### config.mk
export PLATFORM = sky130hd
export DESIGN_NAME = supervision_frame_receiver_flat
export DESIGN_NICKNAME = d
export VERILOG_FILES = /design/src/rtl/sfr_pkg.sv /design/src/rtl/sfr_req_if.sv /design/src/rtl/sfr_rsp_if.sv /design/src/rtl/sfr_cfg_regs.sv /design/src/rtl/sfr_frame_engine.sv /design/src/rtl/supervision_frame_receiver.sv /design/src/flat_wrapper.sv
export SDC_FILE = /design/constraint.sdc
export NUM_CORES = 1
export LEC_CHECK = 0
export BUFFER_PORTS_ARGS = -buffer_cell sky130_fd_sc_hd__buf_2
export CELL_PAD_IN_SITES_DETAIL_PLACEMENT = 2
export CELL_PAD_IN_SITES_GLOBAL_PLACEMENT = 2
export CORE_MARGIN = 2
export CORE_UTILIZATION = 39
export CTS_CLUSTER_SIZE = 25
export DETAILED_ROUTE_END_ITERATION = 12
export GPL_TIMING_DRIVEN = 0
export MAX_ROUTING_LAYER = met4
export PLACE_DENSITY = 0.94
export SYNTH_ARGS = -nofsm -noshare
export SYNTH_HDL_FRONTEND = slang
export SYNTH_SLANG_ARGS = --single-unit
### constraint.sdc
create_clock -name i_clk -period 4.9 [get_ports i_clk]
set_input_delay 0.735 -clock i_clk [delete_from_list [all_inputs] [get_ports i_clk]]
set_output_delay 0.735 -clock i_clk [all_outputs]
set_load 0.005 [all_outputs]
### src/rtl/sfr_pkg.sv
// ============================================================================
// sfr_pkg: shared types and constants of the supervision frame receiver
// Command, status and register index codes, frame bytes and the
// configuration record passed from the register file to the frame engine.
// ============================================================================
`default_nettype none

package sfr_pkg;

    // Width of the timeout tick counter.
    localparam int TIMER_WIDTH = 16;
    // Width of the timeout register.
    localparam int TIMEOUT_W   = 16;
    // Width used when comparing the counter against the timeout.
    localparam int CMP_W       = (TIMER_WIDTH > TIMEOUT_W) ? TIMER_WIDTH : TIMEOUT_W;

    // Configuration port geometry.
    localparam int CFG_IDX_W   = 3;
    localparam int CFG_DATA_W  = 16;

    // Register indexes.
    localparam logic [CFG_IDX_W-1:0] REG_EXP_ADDR = 3'd0;
    localparam logic [CFG_IDX_W-1:0] REG_EXP_CTRL = 3'd1;
    localparam logic [CFG_IDX_W-1:0] REG_ROLE     = 3'd2;
    localparam logic [CFG_IDX_W-1:0] REG_SEQ_BIT  = 3'd3;
    localparam logic [CFG_IDX_W-1:0] REG_TIMEOUT  = 3'd4;

    // Register reset values.
    localparam logic [7:0]           RST_EXP_ADDR = 8'h03;
    localparam logic [7:0]           RST_EXP_CTRL = 8'h07;
    localparam logic [TIMEOUT_W-1:0] RST_TIMEOUT  = 16'd3;

    // Request commands.
    localparam logic [1:0] CMD_BYTE    = 2'd0;
    localparam logic [1:0] CMD_TICK    = 2'd1;
    localparam logic [1:0] CMD_RESTART = 2'd2;

    // Result status codes.
    localparam logic [2:0] ST_PENDING  = 3'd0;
    localparam logic [2:0] ST_EXPECTED = 3'd1;
    localparam logic [2:0] ST_READY    = 3'd2;
    localparam logic [2:0] ST_REJECT   = 3'd3;
    localparam logic [2:0] ST_TIMEOUT  = 3'd4;

    // Frame bytes and control codes.
    localparam logic [7:0] FLAG_BYTE  = 8'h7E;
    localparam logic [7:0] CTRL_UA    = 8'h07;
    localparam logic [7:0] CTRL_DISC  = 8'h0B;
    localparam logic [7:0] CTRL_RR1   = 8'b0000_0101;
    localparam logic [7:0] CTRL_RR0   = 8'b1000_0101;
    localparam logic [7:0] CTRL_REJ1  = 8'b0000_0001;
    localparam logic [7:0] CTRL_REJ0  = 8'b1000_0001;

    // Configuration record.
    typedef struct packed {
        logic [7:0]           exp_addr;
        logic [7:0]           exp_ctrl;
        logic                 role;
        logic                 seq_bit;
        logic [TIMEOUT_W-1:0] timeout;
    } t_cfg;

endpackage

`default_nettype wire

### src/rtl/sfr_req_if.sv
// ============================================================================
// sfr_req_if: request channel of the supervision frame receiver
// Valid/ready channel carrying a command and a received line byte.
// ============================================================================
`default_nettype none

interface sfr_req_if;
    logic       valid;
    logic       ready;
    logic [1:0] cmd;
    logic [7:0] rx_byte;

    modport source (output valid, output cmd, output rx_byte, input ready);
    modport sink   (input valid, input cmd, input rx_byte, output ready);
endinterface

`default_nettype wire

### src/rtl/sfr_rsp_if.sv
// ============================================================================
// sfr_rsp_if: result channel of the supervision frame receiver
// Valid/ready channel carrying the status and the received control byte.
// ============================================================================
`default_nettype none

interface sfr_rsp_if;
    logic       valid;
    logic       ready;
    logic [2:0] status;
    logic [7:0] received_control;

    modport source (output valid, output status, output received_control, input ready);
    modport sink   (input valid, input status, input received_control, output ready);
endinterface

`default_nettype wire

### src/rtl/sfr_cfg_regs.sv
// ============================================================================
// sfr_cfg_regs: configuration registers
// Decodes writes on the plain write port into the five setting registers.
// ============================================================================
`default_nettype none

module sfr_cfg_regs (
    input  wire logic                         i_clk,
    input  wire logic                         i_rst_n,
    input  wire logic                         i_cfg_we,
    input  wire logic [sfr_pkg::CFG_IDX_W-1:0]  i_cfg_index,
    input  wire logic [sfr_pkg::CFG_DATA_W-1:0] i_cfg_wdata,
    output sfr_pkg::t_cfg                     o_cfg
);

    sfr_pkg::t_cfg r_cfg;
    sfr_pkg::t_cfg n_cfg;

    // Write decode: an index beyond the list changes nothing.
    always_comb begin
        n_cfg = r_cfg;
        if (i_cfg_we) begin
            case (i_cfg_index)
                sfr_pkg::REG_EXP_ADDR: n_cfg.exp_addr = i_cfg_wdata[7:0];
                sfr_pkg::REG_EXP_CTRL: n_cfg.exp_ctrl = i_cfg_wdata[7:0];
                sfr_pkg::REG_ROLE:     n_cfg.role     = i_cfg_wdata[0];
                sfr_pkg::REG_SEQ_BIT:  n_cfg.seq_bit  = i_cfg_wdata[0];
                sfr_pkg::REG_TIMEOUT:  n_cfg.timeout  = i_cfg_wdata[sfr_pkg::TIMEOUT_W-1:0];
                default:               n_cfg          = r_cfg;
            endcase
        end
    end

    always_ff @(posedge i_clk) begin
        if (!i_rst_n) begin
            r_cfg.exp_addr <= sfr_pkg::RST_EXP_ADDR;
            r_cfg.exp_ctrl <= sfr_pkg::RST_EXP_CTRL;
            r_cfg.role     <= 1'b0;
            r_cfg.seq_bit  <= 1'b0;
            r_cfg.timeout  <= sfr_pkg::RST_TIMEOUT;
        end else begin
            r_cfg <= n_cfg;
        end
    end

    assign o_cfg = r_cfg;

endmodule

`default_nettype wire

### src/rtl/sfr_frame_engine.sv
// ============================================================================
// sfr_frame_engine: frame recognition state machine and result register
// Takes one request per cycle unless a result waits, updates the frame phase and
// timeout timer, and places one result in the output register for every request.
// ============================================================================
`default_nettype none

module sfr_frame_engine (
    input  wire logic          i_clk,
    input  wire logic          i_rst_n,
    input  wire sfr_pkg::t_cfg i_cfg,
    sfr_req_if.sink            i_req,
    sfr_rsp_if.source          o_rsp
);

    typedef enum logic [2:0] {
        PH_IDLE,
        PH_HUNT,
        PH_FLAG,
        PH_ADDR,
        PH_CTRL,
        PH_CHECK
    } t_phase;

    localparam logic [sfr_pkg::TIMER_WIDTH-1:0] CNT_MAX = '1;

    t_phase                          r_phase,  n_phase;
    logic [1:0]                      r_kind,   n_kind;
    logic [7:0]                      r_ctrl_seen, n_ctrl_seen;
    logic [sfr_pkg::TIMER_WIDTH-1:0] r_ticks,  n_ticks;
    logic                            r_armed,  n_armed;
    logic                            r_out_valid;
    logic [2:0]                      r_status, n_status;
    logic [7:0]                      r_rx_ctrl, n_rx_ctrl;

    logic                            accept;
    logic [7:0]                      ready_code;
    logic [7:0]                      reject_code;
    t_phase                          miss_phase;
    logic [sfr_pkg::CMP_W-1:0]       limit;
    logic [sfr_pkg::CMP_W-1:0]       timeout_ext;
    logic [sfr_pkg::CMP_W-1:0]       max_ext;
    logic [sfr_pkg::TIMER_WIDTH-1:0] ticks_inc;

    // The output register frees up whenever its result is taken.
    assign i_req.ready = !r_out_valid || o_rsp.ready;
    assign accept      = i_req.valid && i_req.ready;

    // Receiver-ready and reject codes follow the sequence bit.
    assign ready_code  = i_cfg.seq_bit ? sfr_pkg::CTRL_RR1  : sfr_pkg::CTRL_RR0;
    assign reject_code = i_cfg.seq_bit ? sfr_pkg::CTRL_REJ1 : sfr_pkg::CTRL_REJ0;
    assign miss_phase  = (i_req.rx_byte == sfr_pkg::FLAG_BYTE) ? PH_FLAG : PH_HUNT;

    // Timeout limit is the register value clipped to the counter maximum.
    assign timeout_ext = sfr_pkg::CMP_W'(i_cfg.timeout);
    assign max_ext     = sfr_pkg::CMP_W'(CNT_MAX);
    assign limit       = (timeout_ext > max_ext) ? max_ext : timeout_ext;
    assign ticks_inc   = (r_ticks != CNT_MAX) ? r_ticks + 1'b1 : r_ticks;

    // Next state and result for the current request.
    always_comb begin
        n_phase     = r_phase;
        n_kind      = r_kind;
        n_ctrl_seen = r_ctrl_seen;
        n_ticks     = r_ticks;
        n_armed     = r_armed;
        n_status    = sfr_pkg::ST_PENDING;
        n_rx_ctrl   = 8'h00;

        case (i_req.cmd)
            sfr_pkg::CMD_BYTE: begin
                case (r_phase)
                    PH_HUNT: begin
                        if (i_req.rx_byte == sfr_pkg::FLAG_BYTE) begin
                            n_phase = PH_FLAG;
                        end
                    end
                    PH_FLAG: begin
                        if (i_req.rx_byte == i_cfg.exp_addr) begin
                            n_phase = PH_ADDR;
                        end else if (i_req.rx_byte != sfr_pkg::FLAG_BYTE) begin
                            n_phase = PH_HUNT;
                        end
                    end
                    PH_ADDR: begin
                        n_ctrl_seen = i_req.rx_byte;
                        // A reject is taken only while receiver ready is awaited.
                        if (i_req.rx_byte == ready_code) begin
                            if (i_req.rx_byte == i_cfg.exp_ctrl) begin
                                n_phase = PH_CTRL;
                                n_kind  = sfr_pkg::ST_READY[1:0];
                            end else begin
                                n_phase = miss_phase;
                            end
                        end else if (i_req.rx_byte == reject_code) begin
                            if (ready_code == i_cfg.exp_ctrl) begin
                                n_phase = PH_CTRL;
                                n_kind  = sfr_pkg::ST_REJECT[1:0];
                            end else begin
                                n_phase = miss_phase;
                            end
                        end else if (i_req.rx_byte == i_cfg.exp_ctrl) begin
                            n_phase = PH_CTRL;
                            n_kind  = sfr_pkg::ST_EXPECTED[1:0];
                        end else begin
                            n_phase = miss_phase;
                        end
                    end
                    PH_CTRL: begin
                        if (i_req.rx_byte == (i_cfg.exp_addr ^ r_ctrl_seen)) begin
                            n_phase = PH_CHECK;
                        end else begin
                            n_phase = miss_phase;
                        end
                    end
                    PH_CHECK: begin
                        if (i_req.rx_byte == sfr_pkg::FLAG_BYTE) begin
                            n_status  = {1'b0, r_kind};
                            n_rx_ctrl = r_ctrl_seen;
                            n_armed   = 1'b0;
                            n_phase   = PH_IDLE;
                        end else begin
                            n_phase = PH_HUNT;
                        end
                    end
                    default: begin
                        n_phase = r_phase;
                    end
                endcase
            end
            sfr_pkg::CMD_TICK: begin
                if (r_armed) begin
                    n_ticks = ticks_inc;
                    if (sfr_pkg::CMP_W'(ticks_inc) >= limit) begin
                        n_armed  = 1'b0;
                        n_phase  = PH_IDLE;
                        n_status = sfr_pkg::ST_TIMEOUT;
                    end
                end
            end
            sfr_pkg::CMD_RESTART: begin
                n_phase = PH_HUNT;
                n_ticks = '0;
                n_armed = !i_cfg.role &&
                          ((i_cfg.exp_ctrl == sfr_pkg::CTRL_UA) ||
                           (i_cfg.exp_ctrl == sfr_pkg::CTRL_DISC));
            end
            default: begin
                n_phase = r_phase;
            end
        endcase
    end

    // State and result registers; state moves only on an accepted request.
    always_ff @(posedge i_clk) begin
        if (!i_rst_n) begin
            r_phase     <= PH_IDLE;
            r_kind      <= '0;
            r_ctrl_seen <= '0;
            r_ticks     <= '0;
            r_armed     <= 1'b0;
            r_out_valid <= 1'b0;
        end else begin
            if (accept) begin
                r_phase     <= n_phase;
                r_kind      <= n_kind;
                r_ctrl_seen <= n_ctrl_seen;
                r_ticks     <= n_ticks;
                r_armed     <= n_armed;
                r_out_valid <= 1'b1;
            end else if (o_rsp.ready) begin
                r_out_valid <= 1'b0;
            end
        end
        if (accept) begin
            r_status  <= n_status;
            r_rx_ctrl <= n_rx_ctrl;
        end
    end

    assign o_rsp.valid            = r_out_valid;
    assign o_rsp.status           = r_status;
    assign o_rsp.received_control = r_rx_ctrl;

endmodule

`default_nettype wire

### src/rtl/supervision_frame_receiver.sv
// Output: a result is presented in the cycle after its request is accepted.
// Throughput: one request per cycle unless a result waits untaken; the output
// register refills in the same cycle the waiting one is taken; both sides can stream.
// Reset: synchronous, active low; clears the frame phase, timer and output
// valid, and loads the register reset values. No clearing pass is needed.
// ============================================================================
// supervision_frame_receiver: supervisory frame receiver top level
// Joins the configuration registers to the frame recognition engine.
// ============================================================================
`default_nettype none

module supervision_frame_receiver (
    input  wire logic                           i_clk,
    input  wire logic                           i_rst_n,
    input  wire logic                           i_cfg_we,
    input  wire logic [sfr_pkg::CFG_IDX_W-1:0]  i_cfg_index,
    input  wire logic [sfr_pkg::CFG_DATA_W-1:0] i_cfg_wdata,
    sfr_req_if.sink                             i_req,
    sfr_rsp_if.source                           o_rsp
);

    sfr_pkg::t_cfg cfg;

    // Setting registers.
    sfr_cfg_regs u_cfg_regs (
        .i_clk       (i_clk),
        .i_rst_n     (i_rst_n),
        .i_cfg_we    (i_cfg_we),
        .i_cfg_index (i_cfg_index),
        .i_cfg_wdata (i_cfg_wdata),
        .o_cfg       (cfg)
    );

    // Frame recognition and result register.
    sfr_frame_engine u_engine (
        .i_clk   (i_clk),
        .i_rst_n (i_rst_n),
        .i_cfg   (cfg),
        .i_req   (i_req),
        .o_rsp   (o_rsp)
    );

endmodule

`default_nettype wire

### src/flat_wrapper.sv
// flat-port wrapper written by rule: the top's interface ports become plain ports
module supervision_frame_receiver_flat 
  (i_clk, i_rst_n, i_cfg_we, i_cfg_index, i_cfg_wdata, i_req_valid, i_req_cmd, i_req_rx_byte, i_req_ready, o_rsp_valid, o_rsp_status, o_rsp_received_control, o_rsp_ready);
  sfr_req_if i_req_i ();
  sfr_rsp_if o_rsp_i ();
  input  wire logic i_clk;
  input  wire logic i_rst_n;
  input  wire logic i_cfg_we;
  input  wire logic [sfr_pkg::CFG_IDX_W-1:0] i_cfg_index;
  input  wire logic [sfr_pkg::CFG_DATA_W-1:0] i_cfg_wdata;
  input wire logic [$bits(i_req_i.valid)-1:0] i_req_valid;
  input wire logic [$bits(i_req_i.cmd)-1:0] i_req_cmd;
  input wire logic [$bits(i_req_i.rx_byte)-1:0] i_req_rx_byte;
  output wire logic [$bits(i_req_i.ready)-1:0] i_req_ready;
  output wire logic [$bits(o_rsp_i.valid)-1:0] o_rsp_valid;
  output wire logic [$bits(o_rsp_i.status)-1:0] o_rsp_status;
  output wire logic [$bits(o_rsp_i.received_control)-1:0] o_rsp_received_control;
  input wire logic [$bits(o_rsp_i.ready)-1:0] o_rsp_ready;
  assign i_req_i.valid = i_req_valid;
  assign i_req_i.cmd = i_req_cmd;
  assign i_req_i.rx_byte = i_req_rx_byte;
  assign i_req_ready = i_req_i.ready;
  assign o_rsp_valid = o_rsp_i.valid;
  assign o_rsp_status = o_rsp_i.status;
  assign o_rsp_received_control = o_rsp_i.received_control;
  assign o_rsp_i.ready = o_rsp_ready;
  supervision_frame_receiver u_core (.i_clk(i_clk), .i_rst_n(i_rst_n), .i_cfg_we(i_cfg_we), .i_cfg_index(i_cfg_index), .i_cfg_wdata(i_cfg_wdata), .i_req(i_req_i), .o_rsp(o_rsp_i));
endmodule
; ---- After elaboration in Yosys (flattened, before gate mapping)
; Cells that the tools add are included.
[totals]
register_bits = 76
in_bits = 34
output_inout_bits = 13
word_cells = 108
[op_classes]
add_sub_neg = 1
n_lt_le_gt_ge = 2
eq_ne = 31
n_mux = 37
bitwise = 1
n_reduce_logical = 23
[ops]
columns = cell, count
row1 = $eq A8 B8 Y1, 6
row2 = $mux W16, 3
row3 = $mux W3, 12
row4 = $pmux W16 S2, 1
row5 = $add A16 B1 Y16 const B, 1
row6 = $ge A16 B16 Y1, 1
row7 = $gt A16 B16 Y1 const B, 1
row8 = $mux W2, 8
row9 = $mux W8, 2
row10 = $ne A16 B16 Y1 const B, 1
row11 = $pmux W3 S5, 1
row12 = $eq A3 B2 Y1 const B, 4
row13 = $reduce_and A2 Y1, 5
row14 = $eq A3 B3 Y1 const B, 3
row15 = $pmux W3 S3, 1
row16 = $reduce_and A3 Y1, 3
row17 = $eq A8 B3 Y1 const B, 1
row18 = $eq A8 B4 Y1 const B, 1
row19 = $eq A8 B7 Y1 const B, 1
row20 = $ne A8 B7 Y1 const B, 1
row21 = $xor A8 B8 Y8, 1
row22 = $mux W1, 7
row23 = $reduce_and A7 Y1, 1
row24 = $eq A3 B1 Y1 const B, 2
row25 = 19 further kinds, 27

; ---- Logic depth before layout (Yosys ltp)
; Gate-level depths: netlist of run 1.
[depth]
word_depth = 7
mapped_depth = 14
ltp_nobuf = 13

; ---- Modules after synthesis
; A second synthesis of run 1 with hierarchy kept.
[unflattened]
cells_unflattened = 502
hier_area_um2 = 4469.3
[modules_own_cells]
columns = mod, instances, cells_each, area_each_um2, seq_area_each_um2
row1 = sfr_frame_engine, 1, 366, 3111.7, 950.9
row2 = sfr_cfg_regs, 1, 136, 1357.6, 680.7

; ---- Worst setup path after synthesis of run 1
; No wires, ideal clock.
[synth_path]
path_type = flip-flop to flip-flop
startpoint = register u_core.u_engine.r_ticks[0] in the netlist's numbering
endpoint = register u_core.u_engine.r_phase[2]
setup_ns = 0.075
arrival_time_ns = 2.898
required_ns = 4.825
slack_ns = 1.928
stages_incl_launch_ff = 14
n_path_buf = 1
synth_period_minus_slack_ns = 2.972
path_cell_list = dfxtp_1 -> ha_1 -> nand2_1 -> nor4_4 -> nand2_2 -> buf_2 -> xnor2_1 -> ha_1 -> nand2b_1 -> a31oi_1 -> o211ai_1 -> a21oi_1 -> or4_1 -> o22ai_1
[synth_via]
elab_chain_len = 5
word_cells_on_any_way = 6
classes_between = 1 x add/sub / 1 x order compare / 2 x eq/ne / 1 x mux / 1 x reduce/logical
[synth_lines]
columns = item, line_no
row1 = from (decl), sfr_frame_engine.sv:30  ; logic [sfr_pkg::TIMER_WIDTH-1:0] r_ticks, n_ticks;
row2 = from (signal assigned), sfr_frame_engine.sv:168  ; r_ticks <= n_ticks;
row3 = $add A16 B1 Y16 or $ne A16 B16 Y1 (tied branches), sfr_frame_engine.sv:58  ; assign ticks_inc = (r_ticks != CNT_MAX) ? r_ticks + 1'b1 : r_ticks;
row4 = $mux W16 *, sfr_frame_engine.sv:58
row5 = $ge A16 B16 Y1 *, sfr_frame_engine.sv:134  ; if (sfr_pkg::CMP_W'(ticks_inc) >= limit) begin
row6 = $ne A2 B2 Y1 (no line) *, --
row7 = $reduce_and A7 Y1 (no line) *, --
row8 = to (signal assigned), sfr_frame_engine.sv:165  ; r_phase <= n_phase;
row9 = to (decl), sfr_frame_engine.sv:27  ; t_phase r_phase, n_phase;
; Mark *: on every way between the ends. The rest lies on a longest branch, timed or not.
; A chain may end at the register's enable or synchronous reset.

; ---- Worst setup path after layout of run 1
[layout_path]
startpoint = register u_core.u_engine.r_ticks[0] in the netlist's numbering
endpoint = register u_core.u_engine.r_phase[0]
; Same word-level chain as after synthesis.

==> impl_metrics.toml, run 1 <==
[critical_path]
critPathArrivalTime_ns = 4.50
reg2reg_slack_ns = 0.70
worstPathRequired_ns = 5.20
crit_fanout = 5
cp-start-kind = "flip-flop"
end_kind = "flip-flop"
path_class = "reg -> reg"

[clock_tree]
clk-insertion-delay-late_ns = 0.40
clkSlewWorstSetupHoldPaths_ns = 0.10
cts_buffers = 9
cts_max_level = 3
clk_path_buf_depth = 2
cts_sinks = 76
post_cts_resize_count = 0
root_buffer = "clkbuf_8"
cts_tree = "done"
cts_hold_buf = 0
cts_setup_buffers = 0

[logic_synthesis]
ys_async_sr_fraction_pct = 0
synth-seq-area-share_pct = 37.30
yosysUniqueCellTypes = 58
ys_warn_count = 0
postSynthCellCount = 508
synth-edff-count = 11
synth_seq_cells = 76
synth_flop_cell = "dfxtp_1"
syn_nets = 563
synth_area_mm2 = 0.004374
avgSynthCellArea_um2 = 8.611

[global_route]
first_global_vias = 4700
grt_pass1_wl_um = 27680
antenna_found_initial = 0
grt_remaining_overflow = 0
grt_usage_pct = 32.48
grt_max_degree = 15

[floorplan]
die_h_um = 109.9
die_x_um = 109.9
rows = 38
core_area_mm2 = 0.01089
die-area_mm2 = 0.01208
io_pins = 47
initial_core_util_pct = 40.17

[place]
port_buffers = 39
dpl.hpwl_um = 11740
gp_congestion = 0.8714
dpl_cell_area_mm2 = 0.004745

[sta]
worst_slew_pin_slew_ns = 0.9326
fin_skew_ns = 0.01599
finalHoldViolations = 0
fmax_ghz = 0.2383
finalMaxSlewViolations = 0
min_period_over_period_pct = 85.63
slew_headroom_pct = 37.35
setup_viol = 0
tns_ns = 0
fin_crit_ns = 4.196
rsz0062_at_grt = "false"

[route]
wire_per_inst_um = 25.99
avgViaCountPerCell = 6.127
drt-pass1-iter-count = 4
drt-total-wl_um = 18270
drcViolationCount = 0
via_count = 4307
ant_nets = 0
drt_iter0_markers = 327

[outcome]
outcome = "finished, final reports clean"

[worst_hold_path]
hold_class = "reg -> reg"

[cells_and_area]
nets = 613
layout_commonest_cell = "nand2_1"
layout_common_cells = "79 x nand2_1, 65 x dfxtp_1, 50 x buf_2"
drive_gt1_share_pct = 13.32
area_delta_synth_final_pct = 13.39
design_area_mm2 = 0.004960
n_antenna_cell = 0

[pwr]
p_leak_nw = 1.967
p_per_area_mw_per_mm2 = 275.8
ir_drop_v = 0.0001941

[flow_run]
max-cap-violations = 0
[metrics by stage]
step           hold slack [ns]  setup slack [ns]  power [mW]  instances  utilization [%]
2_1_floorplan           0.4363             1.928      0.7433        508                -
3_3_place_gp            0.4451             1.500      0.7880        687            43.58
3_5_place_dp            0.4576             1.242      0.8007        687            43.58
4_1_cts                 0.4771            0.8273       1.361        703            45.55
5_1_grt                 0.4979            0.6283       1.406        703            45.55
6_report                0.4747            0.7043       1.368        703            45.55
[kinds of logic (layout without fill, tap and decap cells)]
family / count (synthesis) / in the layout / synth area share [%]
flops: 76 / 76 / 37.30
fa+ha+maj: 21 / 21 / 6.007
buf+inv: 52 / 107 / 4.805
compound gates: 98 / 98 / 14.02
simple gates: 209 / 209 / 24.46
xor+xnor: 37 / 37 / 9.925
mux: 15 / 15 / 3.490
[layout make-up]
cell class	count	area, µm²
Clock inverter	6	87.58
Multi-Input combinational cell	380	2532
Fill cell	1196	5928
Tap cell	140	175.2
Clock buffer	10	127.6
Sequential cell	76	1632
Inverter	25	93.84
Timing Repair Buffer	39	195.2
Buffer	27	116.4
[cells in the mapped netlist (6+ instances only)]
cell type / instances / share of area, %
a21oi_1: 42 / 4.8
a31oi_1: 8 / 1.1
and2_1: 12 / 1.7
buf_2: 11 / 1.3
clkbuf_1: 15 / 1.3
dfxtp_1: 65 / 30
edfxtp_1: 11 / 7.6
ha_1: 21 / 6.0
inv_1: 24 / 2.1
mux2i_1: 13 / 3.0
nand2_1: 79 / 6.8
nand3_1: 21 / 2.4
nand4_1: 12 / 1.7
nor2_1: 38 / 3.3
o211ai_1: 6 / 1.0
o21ai_0: 12 / 1.4
or3_1: 10 / 1.4
xnor2_1: 18 / 3.6
xnor3_1: 8 / 4.1
xor2_1: 11 / 2.2
[registers in the layout, indices dropped and copies added (netlist names)]
name                                    count
u_core.u_cfg_regs.o_cfg                    34
u_core.u_engine.o_rsp.received_control      8
u_core.u_engine.o_rsp.valid                 1
u_core.u_engine.r_ticks                    16
u_core.u_engine.r_phase                     3
u_core.u_engine.r_kind                      2
u_core.u_engine.o_rsp.status                3
u_core.u_engine.r_armed                     1
u_core.u_engine.r_ctrl_seen                 8
[power by group]
group          internal [mW]  total [mW]  switching [mW]  leakage [nW]
registers              0.644       0.655          0.0113         0.637
clock network          0.288       0.569           0.281         0.111
logic                 0.0499       0.144          0.0939          1.22
total                  0.982        1.37           0.386          1.97
[routing by layer]
layer  vias to the layer above  wire [µm]  part of all wire [%]  global-route usage [%]
li1                       1897          -                     -                       -
met1                      2160       7434                    41                   38.28
met2                       193       9016                    49                   53.11
met3                        57       1045                   5.7                   6.106
met4                         0        773                   4.2                   15.82
met5                         -          0                     0                       -
[path summary, 6_finish.rpt]
| path | endpoint | depth (start not counted) | from |
|---|---|---|---|
| hold / removal | u_core.u_cfg_regs.o_cfg[8] | 2 | u_core.u_cfg_regs.o_cfg[8] |
| setup reg to reg | u_core.u_engine.r_phase[0] | 13 | u_core.u_engine.r_ticks[0] |
| setup / recovery | u_core.u_engine.r_phase[0] | 13 | u_core.u_engine.r_ticks[0] |
| hold reg to reg | u_core.u_cfg_regs.o_cfg[8] | 2 | u_core.u_cfg_regs.o_cfg[8] |
[worst max-delay path: stages (launching register included)]
cell      delay [ns]
dfxtp_1         0.46
ha_1            0.32
nand2_1         0.23
nor4_4          0.51
a21oi_1         0.31
nand3_1         0.24
xnor2_1         0.16
ha_1            0.30
a21o_1          0.19
a211oi_1        0.31
o211ai_1        0.20
a21oi_1         0.38
nor2_1          0.19
o32ai_1         0.28
Note: power is estimated with default switching activity, not from simulation.
==> run 2, diff against run 1 <==
- CAP_MARGIN: default -> 0
- CELL_PAD_IN_SITES_DETAIL_PLACEMENT: 2 -> 1
- CELL_PAD_IN_SITES_GLOBAL_PLACEMENT: 2 -> 1
- CORE_UTILIZATION: 39 -> 48
- PLACE_DENSITY: 0.94 -> 0.93
- SLEW_MARGIN: default -> 20
==> run 2 against run 1 <==
Effect of this change: hold slack got worse by 0.010 ns; first-iteration DRC count decreased by 31%; die area decreased by 18%; sequential share of layout area increased by 0.37 points; clock skew decreased by 0.0072 ns; wire length decreased by 29%; count of clock-buffer cells in the layout decreased by 1; global-route usage decreased by 4.4 points; register-to-register slack improved by 0.38 ns; core utilization increased by 10 points; critical path depth unchanged; sequential cell count unchanged; largest power group unchanged; highest routed layer unchanged.
==> impl_metrics.toml, run 2 (synthesis results as in run 1) <==
[floorplan]
die_x_um = 99.46
io_pins = 47
rows = 34
die_h_um = 99.46
die-area_mm2 = 0.009892
initial_core_util_pct = 49.91
core_area_mm2 = 0.008763

[global_route]
grt_max_degree = 15
grt_remaining_overflow = 0
antenna_found_initial = 0
grt_pass1_wl_um = 21420
grt_usage_pct = 28.10
first_global_vias = 4255

[cells_and_area]
nets = 613
area_delta_synth_final_pct = 12.13
drive_gt1_share_pct = 13.50
n_antenna_cell = 0
n_fill_cell = 1077
layout_common_cells = "79 x nand2_1, 65 x dfxtp_1, 50 x buf_2"
largest_reg_flops = 34
layout_commonest_cell = "nand2_1"

[clock_tree]
clk_path_buf_depth = 2
cts_setup_buffers = 0
cts_max_level = 3
clkSlewWorstSetupHoldPaths_ns = 0.08
post_cts_resize_count = 0
cts_buffers = 9
cts_tree = "done"
clk-insertion-delay-late_ns = 0.36
cts_hold_buf = 0
root_buffer = "clkbuf_8"
cts_sinks = 76

[critical_path]
end_kind = "flip-flop"
path_class = "reg -> reg"
slowest_delay_ns = 0.48
cp-start-kind = "flip-flop"
path_cells = "ha_1 > nand2_1 > nor4_4 > a21oi_1 > nand3_1 > xnor2_1 > ha_1 > a21o_1 > a211oi_1 > o211ai_1 > a21oi_1 > a31oi_1 > o41ai_1"
worstPathRequired_ns = 5.16
crit_fanout = 5
cp_slowest_cell = "nor4_4"
critPathArrivalTime_ns = 4.07

[sta]
fin_crit_ns = 3.814
worst_slew_pin_slew_ns = 0.8514
finalHoldViolations = 0
fmax_ghz = 0.2622
min_period_over_period_pct = 77.83
finalWorstSetupSlack_ns = 1.086
finalMaxSlewViolations = 0
tns_ns = 0
fin_skew_ns = 0.008806
rsz0062_at_grt = "false"
slew_headroom_pct = 42.80
setup_viol = 0

[pwr]
ir_drop_v = 0.0001393
p_per_area_mw_per_mm2 = 261.0
p_leak_nw = 1.952

[place]
gp_congestion = 0.9151
dpl.hpwl_um = 9894
place_ws_ns = 1.233
port_buffers = 39

[route]
drt_iter0_markers = 224
via_count = 4024
avgViaCountPerCell = 5.997
ant_nets = 0
wire_per_inst_um = 19.40
drcViolationCount = 0
drt-total-wl_um = 13020
drt-pass1-iter-count = 4

[flow_run]
max-cap-violations = 0

[outcome]
outcome = "finished, final reports clean"

[worst_hold_path]
hold_class = "reg -> reg"
run 2: through the flow:
step | instance area (µm²) | hold WS, ns | instances | power [mW] | utilization (%)
after floorplan | 4374 | 0.4363 | 508 | 0.7433 | -
after global placement | 4705 | 0.4446 | 655 | 0.7852 | 53.68
after detailed placement | 4705 | 0.4529 | 655 | 0.7945 | 53.68
after CTS | 4905 | 0.4644 | 671 | 1.283 | 55.97
after global routing | 4905 | 0.4966 | 671 | 1.322 | 55.97
final | 4905 | 0.4644 | 671 | 1.280 | 55.97
run 2: final timing paths:
path	endpoint	startpoint	cells past startpoint	slack [ns]
worst max register to register	u_core.u_engine.r_armed	u_core.u_engine.r_ticks[0]	13	1.09
worst min register to register	u_core.u_cfg_regs.o_cfg[4]	u_core.u_cfg_regs.o_cfg[4]	2	0.46
worst max-delay path	u_core.u_engine.r_armed	u_core.u_engine.r_ticks[0]	13	1.09
worst min-delay path	u_core.u_cfg_regs.o_cfg[4]	u_core.u_cfg_regs.o_cfg[4]	2	0.46
run 2: cell type report:
cell class | instances | area (µm²) | share of cell area, %
Multi-Input combinational cell | 380 | 2532 | 51.63
Buffer | 27 | 116.4 | 2.372
Clock inverter | 7 | 76.32 | 1.556
Clock buffer | 9 | 123.9 | 2.526
Inverter | 25 | 93.84 | 1.913
Tap cell | 108 | 135.1 | 2.755
Timing Repair Buffer | 39 | 195.2 | 3.980
Sequential cell | 76 | 1632 | 33.27
run 2: report_power, final:
group / switching (mW) / total (mW) / internal (mW)
sequential: 0.00966 / 0.653 / 0.644
clock: 0.259 / 0.496 / 0.238
combinational: 0.0809 / 0.130 / 0.0496
run 2: critical path, delay by kind of cell (launching register included):
| kind | cells | cell delay (ns) |
|---|---|---|
| AND/OR/NAND/NOR | 3 | 0.85 |
| AO/OA/AOI/OAI | 7 | 1.69 |
| adder cells (fa/ha/maj) | 2 | 0.57 |
| flip-flops | 1 | 0.44 |
| XOR/XNOR | 1 | 0.15 |
run 2: per-layer routing:
layer / vias up / GRT usage (%) / share of wire [%]
li1: 1882 / - / -
met1: 1993 / 35.03 / 44
met2: 123 / 47.14 / 49
met3: 26 / 3.935 / 4.7
met4: 0 / 9.273 / 2.3
met5: - / - / 0
